`src/sv/jrma_pkg.sv`:
```
// ----------------------------------------------------------------------------
// jrma_pkg: shared definitions for the jump-reset moving average
// Field widths, register indexes, reset values and the sequencer states.
// ----------------------------------------------------------------------------
package jrma_pkg;

    // Payload field widths.
    localparam int SAMPLE_W = 32;
    localparam int TICK_W   = 32;
    localparam int THR_W    = 16;
    localparam int INTV_W   = 31;

    // Configuration port.
    localparam int CFG_IDX_W  = 2;
    localparam int CFG_DATA_W = 31;

    localparam logic [CFG_IDX_W-1:0] REG_JUMP_THRESHOLD = CFG_IDX_W'(0);
    localparam logic [CFG_IDX_W-1:0] REG_SHOW_INTERVAL  = CFG_IDX_W'(1);

    localparam logic [THR_W-1:0]  RST_JUMP_THRESHOLD = THR_W'(26);
    localparam logic [INTV_W-1:0] RST_SHOW_INTERVAL  = INTV_W'(100);

    // Default window length.
    localparam int DEF_WINDOW_DEPTH = 16;

    // Sequencer states for one item.
    typedef enum logic [2:0] {
        S_IDLE,
        S_TEST,
        S_DECIDE,
        S_UPDATE,
        S_PREP,
        S_DIV,
        S_OUT
    } t_state;

endpackage

```
`src/sv/jump_reset_moving_average.sv`:
```
// ----------------------------------------------------------------------------
// jump_reset_moving_average: moving average that restarts on a jump
// Keeps the latest samples in a ring RAM with a running sum, empties the
// window when a sample strays too far from the average, and flags when a
// new display point is due.
// ----------------------------------------------------------------------------
//
//  Channel   Direction  Bits                       Contents
//  s_axis    in         tdata[63:0]                sample [31:0], tick [63:32]
//  m_axis    out        tdata[31:0], tuser[1:0]    average; show [0], restarted [1]
//  cfg       in         idx[1:0], data[30:0]       0 jump_threshold, 1 show_interval
//
//  An item passes through the test, decide, update, prep, divide and output
//  states after acceptance. The bit-serial divider forms sum / count, one
//  quotient bit per cycle over the running-sum width. The input is accepted
//  again once the result has moved into the output register, so a result
//  may wait on the output while the next item is processed. A stalled
//  output holds the sequencer in its final state. Reset is synchronous and
//  clears the window, the average, the last display tick and the registers
//  to their default values.
//
module jump_reset_moving_average
    import jrma_pkg::*;
#(
    parameter int WINDOW_DEPTH = DEF_WINDOW_DEPTH
) (
    input  logic                  i_clk,
    input  logic                  i_rst_n,
    // Input items.
    input  logic                  i_s_tvalid,
    output logic                  o_s_tready,
    input  logic [63:0]           i_s_tdata,   // sample [31:0], tick [63:32]
    // Result items.
    output logic                  o_m_tvalid,
    input  logic                  i_m_tready,
    output logic [31:0]           o_m_tdata,   // average [31:0]
    output logic [1:0]            o_m_tuser,   // show [0], restarted [1]
    // Configuration writes.
    input  logic                  i_cfg_we,
    input  logic [CFG_IDX_W-1:0]  i_cfg_idx,
    input  logic [CFG_DATA_W-1:0] i_cfg_data
);

    localparam int IDX_W  = $clog2(WINDOW_DEPTH);
    localparam int CNT_W  = $clog2(WINDOW_DEPTH + 1);
    localparam int SUM_W  = SAMPLE_W + $clog2(WINDOW_DEPTH);
    localparam int DCNT_W = $clog2(SUM_W);
    localparam int PROD_W = THR_W + 1 + SAMPLE_W;
    localparam int CMP_W  = PROD_W + 1;
    localparam int MAG_W  = SAMPLE_W + 1;

    localparam logic [IDX_W-1:0]  LAST_SLOT = IDX_W'(WINDOW_DEPTH - 1);
    localparam logic [CNT_W-1:0]  FULL_CNT  = CNT_W'(WINDOW_DEPTH);
    localparam logic [DCNT_W-1:0] DIV_LAST  = DCNT_W'(SUM_W - 1);

    // Configuration registers.
    logic [THR_W-1:0]  r_threshold;
    logic [INTV_W-1:0] r_interval;

    // Window state.
    logic [IDX_W-1:0]        r_wslot;
    logic [IDX_W-1:0]        r_oslot;
    logic [CNT_W-1:0]        r_count;
    logic signed [SUM_W-1:0] r_sum;
    logic signed [SAMPLE_W-1:0] r_avg;
    logic [TICK_W-1:0]       r_last_tick;

    // Item being worked on.
    t_state                     r_state, n_state;
    logic signed [SAMPLE_W-1:0] r_sample;
    logic [TICK_W-1:0]          r_tick;
    logic signed [PROD_W-1:0]   r_prod;
    logic [MAG_W+7:0]           r_mag_sh;
    logic                       r_restart;

    // Divider.
    logic [SUM_W-1:0]  r_quo;
    logic [CNT_W-1:0]  r_rem;
    logic              r_neg;
    logic [DCNT_W-1:0] r_div_cnt;

    // Output register.
    logic                r_out_valid;
    logic [SAMPLE_W-1:0] r_out_avg;
    logic                r_out_show;
    logic                r_out_restart;

    // Control from the output decode.
    logic ram_we;
    logic out_free;
    logic out_load;
    logic in_accept;

    logic signed [SAMPLE_W-1:0] ram_rdata;

    // ------------------------------------------------------------------
    // Datapath helpers.
    // ------------------------------------------------------------------
    logic signed [MAG_W-1:0] dev;
    logic [MAG_W-1:0]        mag;
    logic                    jump;
    logic                    full;
    logic signed [SUM_W-1:0] sum_drop;
    logic signed [SUM_W-1:0] sum_next;
    logic [CNT_W:0]          rem_sh;
    logic                    rem_ge;
    logic [CNT_W:0]          rem_sub;
    logic [SUM_W-1:0]        quo_signed;
    logic [TICK_W-1:0]       elapsed;
    logic                    show;

    always_comb begin
        dev  = MAG_W'(r_sample) - MAG_W'(r_avg);
        mag  = dev[MAG_W-1] ? MAG_W'(-dev) : MAG_W'(dev);
        // Deviation times 256 against threshold times average, both exact.
        jump = $signed({{(CMP_W - MAG_W - 8){1'b0}}, r_mag_sh})
               > $signed({r_prod[PROD_W-1], r_prod});
        full = (r_count == FULL_CNT);
        sum_drop = full ? SUM_W'(ram_rdata) : '0;
        sum_next = r_sum - sum_drop + SUM_W'(r_sample);
        rem_sh   = {r_rem, r_quo[SUM_W-1]};
        rem_sub  = rem_sh - {1'b0, r_count};
        rem_ge   = (rem_sh >= {1'b0, r_count});
        quo_signed = r_neg ? SUM_W'(-r_quo) : r_quo;
        elapsed  = r_tick - r_last_tick;
        show     = !elapsed[TICK_W-1] && (elapsed[INTV_W-1:0] > r_interval);
    end

    // Sample ring.
    jrma_ram #(
        .WIDTH (SAMPLE_W),
        .DEPTH (WINDOW_DEPTH)
    ) u_ring (
        .i_clk   (i_clk),
        .i_we    (ram_we),
        .i_waddr (r_wslot),
        .i_wdata (r_sample),
        .i_raddr (r_oslot),
        .o_rdata (ram_rdata)
    );

    // ------------------------------------------------------------------
    // Sequencer: next state.
    // ------------------------------------------------------------------
    always_comb begin
        n_state = r_state;
        case (r_state)
            S_IDLE:   if (i_s_tvalid) n_state = S_TEST;
            S_TEST:   n_state = S_DECIDE;
            S_DECIDE: n_state = S_UPDATE;
            S_UPDATE: n_state = S_PREP;
            S_PREP:   n_state = S_DIV;
            S_DIV:    if (r_div_cnt == DIV_LAST) n_state = S_OUT;
            S_OUT:    if (out_free) n_state = S_IDLE;
            default:  n_state = S_IDLE;
        endcase
    end

    // Sequencer: outputs.
    always_comb begin
        o_s_tready = 1'b0;
        ram_we     = 1'b0;
        case (r_state)
            S_IDLE:   o_s_tready = 1'b1;
            S_UPDATE: ram_we     = 1'b1;
            default: begin
                o_s_tready = 1'b0;
                ram_we     = 1'b0;
            end
        endcase
    end

    assign in_accept = i_s_tvalid && o_s_tready;
    assign out_free  = !r_out_valid || i_m_tready;
    assign out_load  = (r_state == S_OUT) && out_free;

    // ------------------------------------------------------------------
    // Control registers.
    // ------------------------------------------------------------------
    always_ff @(posedge i_clk) begin
        if (!i_rst_n) begin
            r_state     <= S_IDLE;
            r_threshold <= RST_JUMP_THRESHOLD;
            r_interval  <= RST_SHOW_INTERVAL;
            r_wslot     <= '0;
            r_oslot     <= '0;
            r_count     <= '0;
            r_sum       <= '0;
            r_avg       <= '0;
            r_last_tick <= '0;
            r_out_valid <= 1'b0;
        end else begin
            r_state <= n_state;

            // Register writes; an index beyond the list is ignored.
            if (i_cfg_we) begin
                case (i_cfg_idx)
                    REG_JUMP_THRESHOLD: r_threshold <= i_cfg_data[THR_W-1:0];
                    REG_SHOW_INTERVAL:  r_interval  <= i_cfg_data[INTV_W-1:0];
                    default: ;
                endcase
            end

            // Empty the window when the jump test fires.
            if (r_state == S_DECIDE && jump) begin
                r_wslot <= '0;
                r_oslot <= '0;
                r_count <= '0;
                r_sum   <= '0;
            end

            // Drop the oldest sample if full, then append the new one.
            if (r_state == S_UPDATE) begin
                r_sum   <= sum_next;
                r_wslot <= (r_wslot == LAST_SLOT) ? '0 : r_wslot + 1'b1;
                if (full) begin
                    r_oslot <= (r_oslot == LAST_SLOT) ? '0 : r_oslot + 1'b1;
                end else begin
                    r_count <= r_count + 1'b1;
                end
            end

            // Hand the result over and keep the average for the next test.
            if (out_load) begin
                r_avg <= quo_signed[SAMPLE_W-1:0];
                if (show) begin
                    r_last_tick <= r_tick;
                end
            end

            if (out_load) begin
                r_out_valid <= 1'b1;
            end else if (i_m_tready) begin
                r_out_valid <= 1'b0;
            end
        end
    end

    // ------------------------------------------------------------------
    // Payload registers.
    // ------------------------------------------------------------------
    always_ff @(posedge i_clk) begin
        if (in_accept) begin
            r_sample <= i_s_tdata[SAMPLE_W-1:0];
            r_tick   <= i_s_tdata[SAMPLE_W +: TICK_W];
        end

        // Jump test operands.
        if (r_state == S_TEST) begin
            r_prod   <= PROD_W'($signed({1'b0, r_threshold})) * PROD_W'(r_avg);
            r_mag_sh <= {mag, 8'd0};
        end

        if (r_state == S_DECIDE) begin
            r_restart <= jump && (r_count != '0);
        end

        // Divider load: magnitude of the sum, sign kept apart.
        if (r_state == S_PREP) begin
            r_neg     <= r_sum[SUM_W-1];
            r_quo     <= r_sum[SUM_W-1] ? SUM_W'(-r_sum) : SUM_W'(r_sum);
            r_rem     <= '0;
            r_div_cnt <= '0;
        end

        // One restoring step per cycle.
        if (r_state == S_DIV) begin
            r_rem     <= rem_ge ? rem_sub[CNT_W-1:0] : rem_sh[CNT_W-1:0];
            r_quo     <= {r_quo[SUM_W-2:0], rem_ge};
            r_div_cnt <= r_div_cnt + 1'b1;
        end

        if (out_load) begin
            r_out_avg     <= quo_signed[SAMPLE_W-1:0];
            r_out_show    <= show;
            r_out_restart <= r_restart;
        end
    end

    assign o_m_tvalid = r_out_valid;
    assign o_m_tdata  = r_out_avg;
    assign o_m_tuser  = {r_out_restart, r_out_show};

    // ------------------------------------------------------------------
    // Assertions.
    // ------------------------------------------------------------------
    a_count_bound: assert property (@(posedge i_clk) disable iff (!i_rst_n)
        r_count <= FULL_CNT)
        else $error("window count exceeds its depth");

    a_div_nonzero: assert property (@(posedge i_clk) disable iff (!i_rst_n)
        (r_state == S_DIV) |-> (r_count != '0))
        else $error("division by an empty window");

    a_out_source: assert property (@(posedge i_clk) disable iff (!i_rst_n)
        $rose(r_out_valid) |-> $past(r_state == S_OUT))
        else $error("result offered without a finished item");

    a_accept_start: assert property (@(posedge i_clk) disable iff (!i_rst_n)
        in_accept |=> (r_state == S_TEST))
        else $error("accepted item did not start the test");

endmodule

```
`src/sv/jrma_ram.sv`:
```
// ----------------------------------------------------------------------------
// jrma_ram: generic single-clock RAM
// One write port and one read port; the read data is registered.
// ----------------------------------------------------------------------------
module jrma_ram #(
    parameter int WIDTH = 32,
    parameter int DEPTH = 16
) (
    input  logic                     i_clk,
    input  logic                     i_we,
    input  logic [$clog2(DEPTH)-1:0] i_waddr,
    input  logic [WIDTH-1:0]         i_wdata,
    input  logic [$clog2(DEPTH)-1:0] i_raddr,
    output logic [WIDTH-1:0]         o_rdata
);

    logic [WIDTH-1:0] r_mem [DEPTH];
    logic [WIDTH-1:0] r_rdata;

    // Write and registered read.
    always_ff @(posedge i_clk) begin
        if (i_we) begin
            r_mem[i_waddr] <= i_wdata;
        end
        r_rdata <= r_mem[i_raddr];
    end

    assign o_rdata = r_rdata;

endmodule

```
`config.mk`:
```
export PLATFORM = sky130hd
export DESIGN_NAME = jump_reset_moving_average
export DESIGN_NICKNAME = d
export VERILOG_FILES = /design/src/sv/jrma_pkg.sv /design/src/sv/jump_reset_moving_average.sv /design/src/sv/jrma_ram.sv
export SDC_FILE = /design/constraint.sdc
export NUM_CORES = 2
export LEC_CHECK = 0
export BUFFER_PORTS_ARGS = -buffer_cell sky130_fd_sc_hd__buf_2
export CORE_ASPECT_RATIO = 0.8
export CORE_MARGIN = 4
export CORE_UTILIZATION = 64
export CTS_CLUSTER_DIAMETER = 50
export DETAILED_ROUTE_END_ITERATION = 12
export GPL_ROUTABILITY_DRIVEN = 1
export PLACE_DENSITY = 0.81
export SYNTH_ARGS = -nofsm -noshare
export SYNTH_HDL_FRONTEND = slang
export SYNTH_SLANG_ARGS = --single-unit
```
`constraint.sdc`:
```
create_clock -name i_clk -period 7.9 [get_ports i_clk]
set_input_delay 1.185 -clock i_clk [delete_from_list [all_inputs] [get_ports i_clk]]
set_output_delay 1.185 -clock i_clk [all_outputs]
set_load 0.01 [all_outputs]
```
* Word level (Yosys, flattened, before mapping)
Memories as Yosys holds them, arrays and structs flattened. A register that Yosys moved wholly into a read port is not among the register bits.
Cells that the tools add are included.
** Word-level totals
- Bits in registers :: 393
- ROM bits :: 0
- Latch bits :: 0
- Memories :: 1
- Bits in writable memories :: 512
- Word-level logic and storage cells :: 105
- Output and inout port bits :: 36
- Input bits :: 102
** Memories
- u_ring.r_mem :: words 16, bits a word 32, rd ports 1, clocked after memory_dff 1, wr ports 1, RTL line jrma_ram.sv:17 : logic [WIDTH-1:0] r_mem [DEPTH];
** Operators by class
- Reductions and logical operators :: 18
- Multiplexer cells :: 33
- Eq/ne operators :: 14
- $lt $le $gt $ge :: 3
- $mul :: 1
- Add/subtract/negate cells :: 12
- Bitwise gates (word level) :: 0
- Shift operators :: 0
- Div/mod/pow operators :: 0
** Operators by type and width (count)
- 2-to-1 mux 36 bit :: 6
- 2-to-1 mux 32 bit :: 2
- > comparator 42 x 49 -> 1 bit :: 1
- multiplier 17 x 32 -> 49 bit :: 1
- adder 36 x 32 -> 36 bit :: 1
- negation 36 bit :: 1
- subtractor 36 bit :: 1
- negation 33 bit :: 1
- subtractor 32 x 32 -> 33 bit :: 1
- negation 32 bit :: 1
- subtractor 32 bit :: 1
- > comparator 31 bit :: 1
- 2-to-1 mux 5 bit :: 6
- 2-to-1 mux 4 bit :: 7
- case mux 3 bit (7 select lines) :: 1
- 2-to-1 mux 6 bit :: 2
- equality test 3 bit, second input constant :: 3
- 2-to-1 mux 3 bit :: 3
- adder 4 x 1 -> 4 bit, second input constant :: 2
- equality test 4 bit, second input constant :: 2
- adder 6 x 1 -> 6 bit, second input constant :: 1
- equality test 3 x 2 -> 1 bit, second input constant :: 2
- equality test 6 bit, second input constant :: 1
- >= comparator 6 x 5 -> 1 bit :: 1
- 16 further kinds :: 32

* Depth between registers and ports, before layout
- Depth after elaboration :: 5
- Gate-level depth with buffers :: 26
- Gate-level depth less buffers :: 24

* Modules after synthesis
Synthesis repeated with hierarchy kept, for this count alone.
** Unflattened totals
- Cell total of the unflattened synthesis :: 5488
- Area, all modules :: 61915.6 µm²
** Modules (own cells, without submodules)
- jump_reset_moving_average :: seq. area each 10159.7 µm², area an instance 42080.4 µm², instances 1, cells an instance 4650
- jrma_ram :: seq. area each 16015.4 µm², area an instance 19835.3 µm², instances 1, cells an instance 838

* Worst setup path before layout
OpenSTA, ideal clock, no wires.
- Path kind :: reg2reg
- From :: register r_threshold[2]
- To :: register r_prod[42] (data pin)
- Required time :: 7620 ps
- Setup time :: 280 ps
- Path buffers :: 1
- Cell stages (with the launch flop) :: 22
- Arrival time :: 6126 ps
- Clock period less this slack :: 6407 ps
- Slack :: 1493 ps
- Path through :: dfxtp_1 -> clkbuf_1 -> and2_1 -> fa_1 -> inv_1 -> fa_1 -> fa_1 -> inv_1 -> fa_1 -> fa_1 -> inv_1 -> fa_1 -> inv_1 -> ha_1 -> and2_1 -> nand3_1 -> a2111oi_0 -> o21ai_0 -> o31ai_1 -> o21ai_0 -> o21ai_0 -> o311ai_0
** On the way
- Word-level cells in the longest chain between the ends :: 1
** RTL lines
- start: declaration :: RTL line jump_reset_moving_average.sv:57 : logic [THR_W-1:0] r_threshold;
- start signal: assignment :: RTL line jump_reset_moving_average.sv:198 : REG_JUMP_THRESHOLD: r_threshold <= i_cfg_data[THR_W-1:0];
- multiplier 17 x 32 -> 49 bit :: RTL line jump_reset_moving_average.sv:250 : r_prod <= PROD_W'($signed({1'b0, r_threshold})) * PROD_W'(r_avg);
- end signal: assignment :: RTL line jump_reset_moving_average.sv:250
- end: declaration :: RTL line jump_reset_moving_average.sv:72 : logic signed [PROD_W-1:0] r_prod;
No other way between the ends.
A chain may end at the register's enable or synchronous reset.

* Final worst setup path
- From :: register r_avg[8]
- To :: register r_prod[42] (data pin)
** On the way
- Word-level cells in the longest chain between the ends :: 1
** RTL lines
- start: declaration :: RTL line jump_reset_moving_average.sv:65 : logic signed [SAMPLE_W-1:0] r_avg;
- start signal: assignment :: RTL line jump_reset_moving_average.sv:225 : r_avg <= quo_signed[SAMPLE_W-1:0];
- multiplier 17 x 32 -> 49 bit :: RTL line jump_reset_moving_average.sv:250
No other way between the ends.

==> flow_summary.toml <==
[placement]
place.gp.congestion = 0.928
hpwl_um = 108000
io_buffer_count = 137

[sta]
tns_ns = 0
hold_violations = 0
setup_viol = 0
rsz0062_at_grt = "false"
slew_headroom = 0.138
finClkSkew_ns = 0.0370
max_freq_mhz = 134
max_slew.worst_pin.slew_ns = 1.28
slew_violations = 0
hold_ws_ns = 0.454
finalCritPeriodShare = 0.948
min_period_ns = 7.49

[clock_network]
cts_buffers = 98
cts_tree = "yes"
cts-root-buf = "clkbuf_16"
htree_num_levels = 3
cts_num_sinks = 937
post_cts_buffers = 0
clockBufferDepth = 3
clk_pin_slew_ns = 0.07
cts_hold_buf = 0
worstSkewPairLatency_ns = 0.69
cts_resized = 0

[power_and_ir_drop]
leakage_nw = 27.7
powerDensity_nw_per_um2 = 169
report.power.total_mw = 11.4
peakVddDrop_mv = 0.194

[finish]
final_cell_mix = "917 x inv_1, 741 x edfxtp_1, 559 x nand2_1"
syn_to_final_growth_pct = 9.08
n_fill_cell = 6673
utilization = 0.708
drive_gt1_frac = 0.109
final_net_count = 6492
layout_commonest_cell = "inv_1"

[die]
fp.dieH_um = 286
io_pins = 138
start_util = 0.649
chipWidth_um = 356
dieArea_um2 = 102000
rows = 101
core_area_um2 = 95500

[grt]
overflow = 0
grt.total_usage = 0.301
antenna_found_initial = 3
grt_pass1_vias = 41996
grt_pass1_wl_um = 237000
grt_max_degree = 88

[critical_path]
cp_data_arrival_time_ns = 7.88
endpoint_kind = "flip-flop"
cp-start-kind = "flip-flop"
path_max_fanout = 17
cp.required_ns = 8.29
critPathKind = "reg -> reg"

[synthesis]
ys_seq_area_frac = 0.422
syn-cell-area_um2 = 62000
syn_nets = 6387
synthCells = 5462
synthTopCellsByArea = "edfxtp_1 36%, fa_1 17%, dfxtp_1 6.3%"
synthArstFlopShare = 0
syn_avg_cell_area_um2 = 11.4
synth_area_leader_cell = "edfxtp_1"
synth_top_area_frac = 0.359
ys_types = 82
synthFlopType = "edfxtp_1"
synth-seq-cells = 937
synth_edf_count = 741
synth-warning-count = 0

[min_path]
holdCritPathClass = "reg -> reg"

[detailed_routing]
ant_nets = 0
dr.first_iter.drc_count = 4050
wl_per_cell_um = 21.7
drc_errors = 0
drt_wl_total_um = 151000
vias = 41652
first_pass_iters = 8
viasPerCell = 6.00

[run_status]
status = "finished clean"

[flow_run]
drv_cap = 0
==> critical path, stage by stage, from the launching register on <==
cell	delay, ns
dfxtp_1	0.75
and2_1	0.25
fa_1	0.41
inv_1	0.07
fa_1	0.43
fa_1	0.52
inv_1	0.05
fa_1	0.51
fa_1	0.49
inv_1	0.05
fa_1	0.49
inv_1	0.05
ha_1	0.35
and2_1	0.17
nand3_1	0.11
a2111oi_0	0.54
o21ai_0	0.17
buf_4	0.19
o31ai_1	0.56
o21ai_0	0.43
o21ai_0	0.43
o311ai_0	0.18
==> cell type report <==
class                      instances  area (um^2)  share of cell area
antenna                            1         2.50           0.0000370
clock inverter                    57          701              0.0104
clock buffer                     128         2660              0.0393
sequential                       937        26200               0.387
timing repair buffer             231         1390              0.0206
inverter                         919         3450              0.0510
multi-input combinational       3380        31700               0.468
tap                             1287         1610              0.0238
==> flip-flops by register name, indices dropped and copies added (netlist names) <==
signal / count
o_m_tdata: 32
o_m_tvalid: 1
r_avg: 32
r_count: 5
r_div_cnt: 6
r_interval: 31
r_last_tick: 32
r_mag_sh: 33
r_neg: 1
r_oslot: 4
r_out_restart: 1
r_out_show: 1
r_prod: 49
r_quo: 36
r_rem: 5
r_restart: 1
r_sample: 32
r_state: 3
r_sum: 36
r_threshold: 16
r_tick: 32
r_wslot: 4
u_ring.o_rdata: 32
u_ring.r_mem: 512
==> metrics by stage <==
stage | setup WS [ns] | area, um^2 | std cells
floorplan | 1.49 | 62000 | 5462
global placement | 0.771 | 64300 | 6754
detailed placement | 0.537 | 64300 | 6754
CTS | 0.488 | 67700 | 6939
global route | 0.0171 | 67700 | 6939
finish | 0.411 | 67700 | 6940
==> routing by layer <==
metal / part of all wire / up-vias / GRT usage
li1: - / 18592 / -
met1: 0.41 / 20751 / 0.430
met2: 0.46 / 1989 / 0.471
met3: 0.093 / 318 / 0.0576
met4: 0.034 / 2 / 0.0989
met5: 0.000073 / - / 0
==> synth_stat cells, drive strengths merged, types with 6 or more instances <==
cell type / n
and4: 6
a31o: 8
edfxtp: 741
a311oi: 7
nand2b: 30
or2: 11
nor4: 14
mux4: 160
a21oi: 268
nor3b: 7
or3: 18
ha: 296
nor2b: 31
nand4: 28
o21ai: 182
o41ai: 8
a31oi: 19
fa: 527
nor3: 54
o211ai: 10
and2: 282
a21o: 94
buf: 22
clkbuf: 204
and3: 27
o31a: 8
o21bai: 27
inv: 918
o21a: 21
dfxtp: 196
a211oi: 42
or4: 9
xor2: 59
nor2: 185
o211a: 6
o31ai: 24
xnor2: 164
nand3: 84
nand2: 559
o2bb2ai: 9
a2111oi: 15
==> power by group <==
part / switching (mW) / internal [mW] / leakage [nW]
Combinational: 0.689 / 0.431 / 17.8
Sequential: 0.114 / 5.43 / 8.36
Clock: 2.06 / 2.72 / 1.62
==> path summary, 6_finish.rpt <==
| kind | startpoint | end | slack [ns] | depth (start not counted) |
|---|---|---|---|---|
| worst max-delay path | r_avg[8] | r_prod[42] | 0.41 | 21 |
| worst min-delay path | r_sum[17] | r_sum[17] | 0.45 | 2 |
| worst max register to register | r_avg[8] | r_prod[42] | 0.41 | 21 |
| worst min register to register | r_sum[17] | r_sum[17] | 0.45 | 2 |
==> kinds of logic after synthesis <==
kind of cell | count (synthesis) | synth area share
simple gates | 1360 | 0.106
buf+inv | 1145 | 0.0698
flops | 937 | 0.422
fa+ha+maj | 823 | 0.230
compound gates | 808 | 0.0821
xor+xnor | 223 | 0.0315
mux | 166 | 0.0591
(Power assumes the default switching activity.)
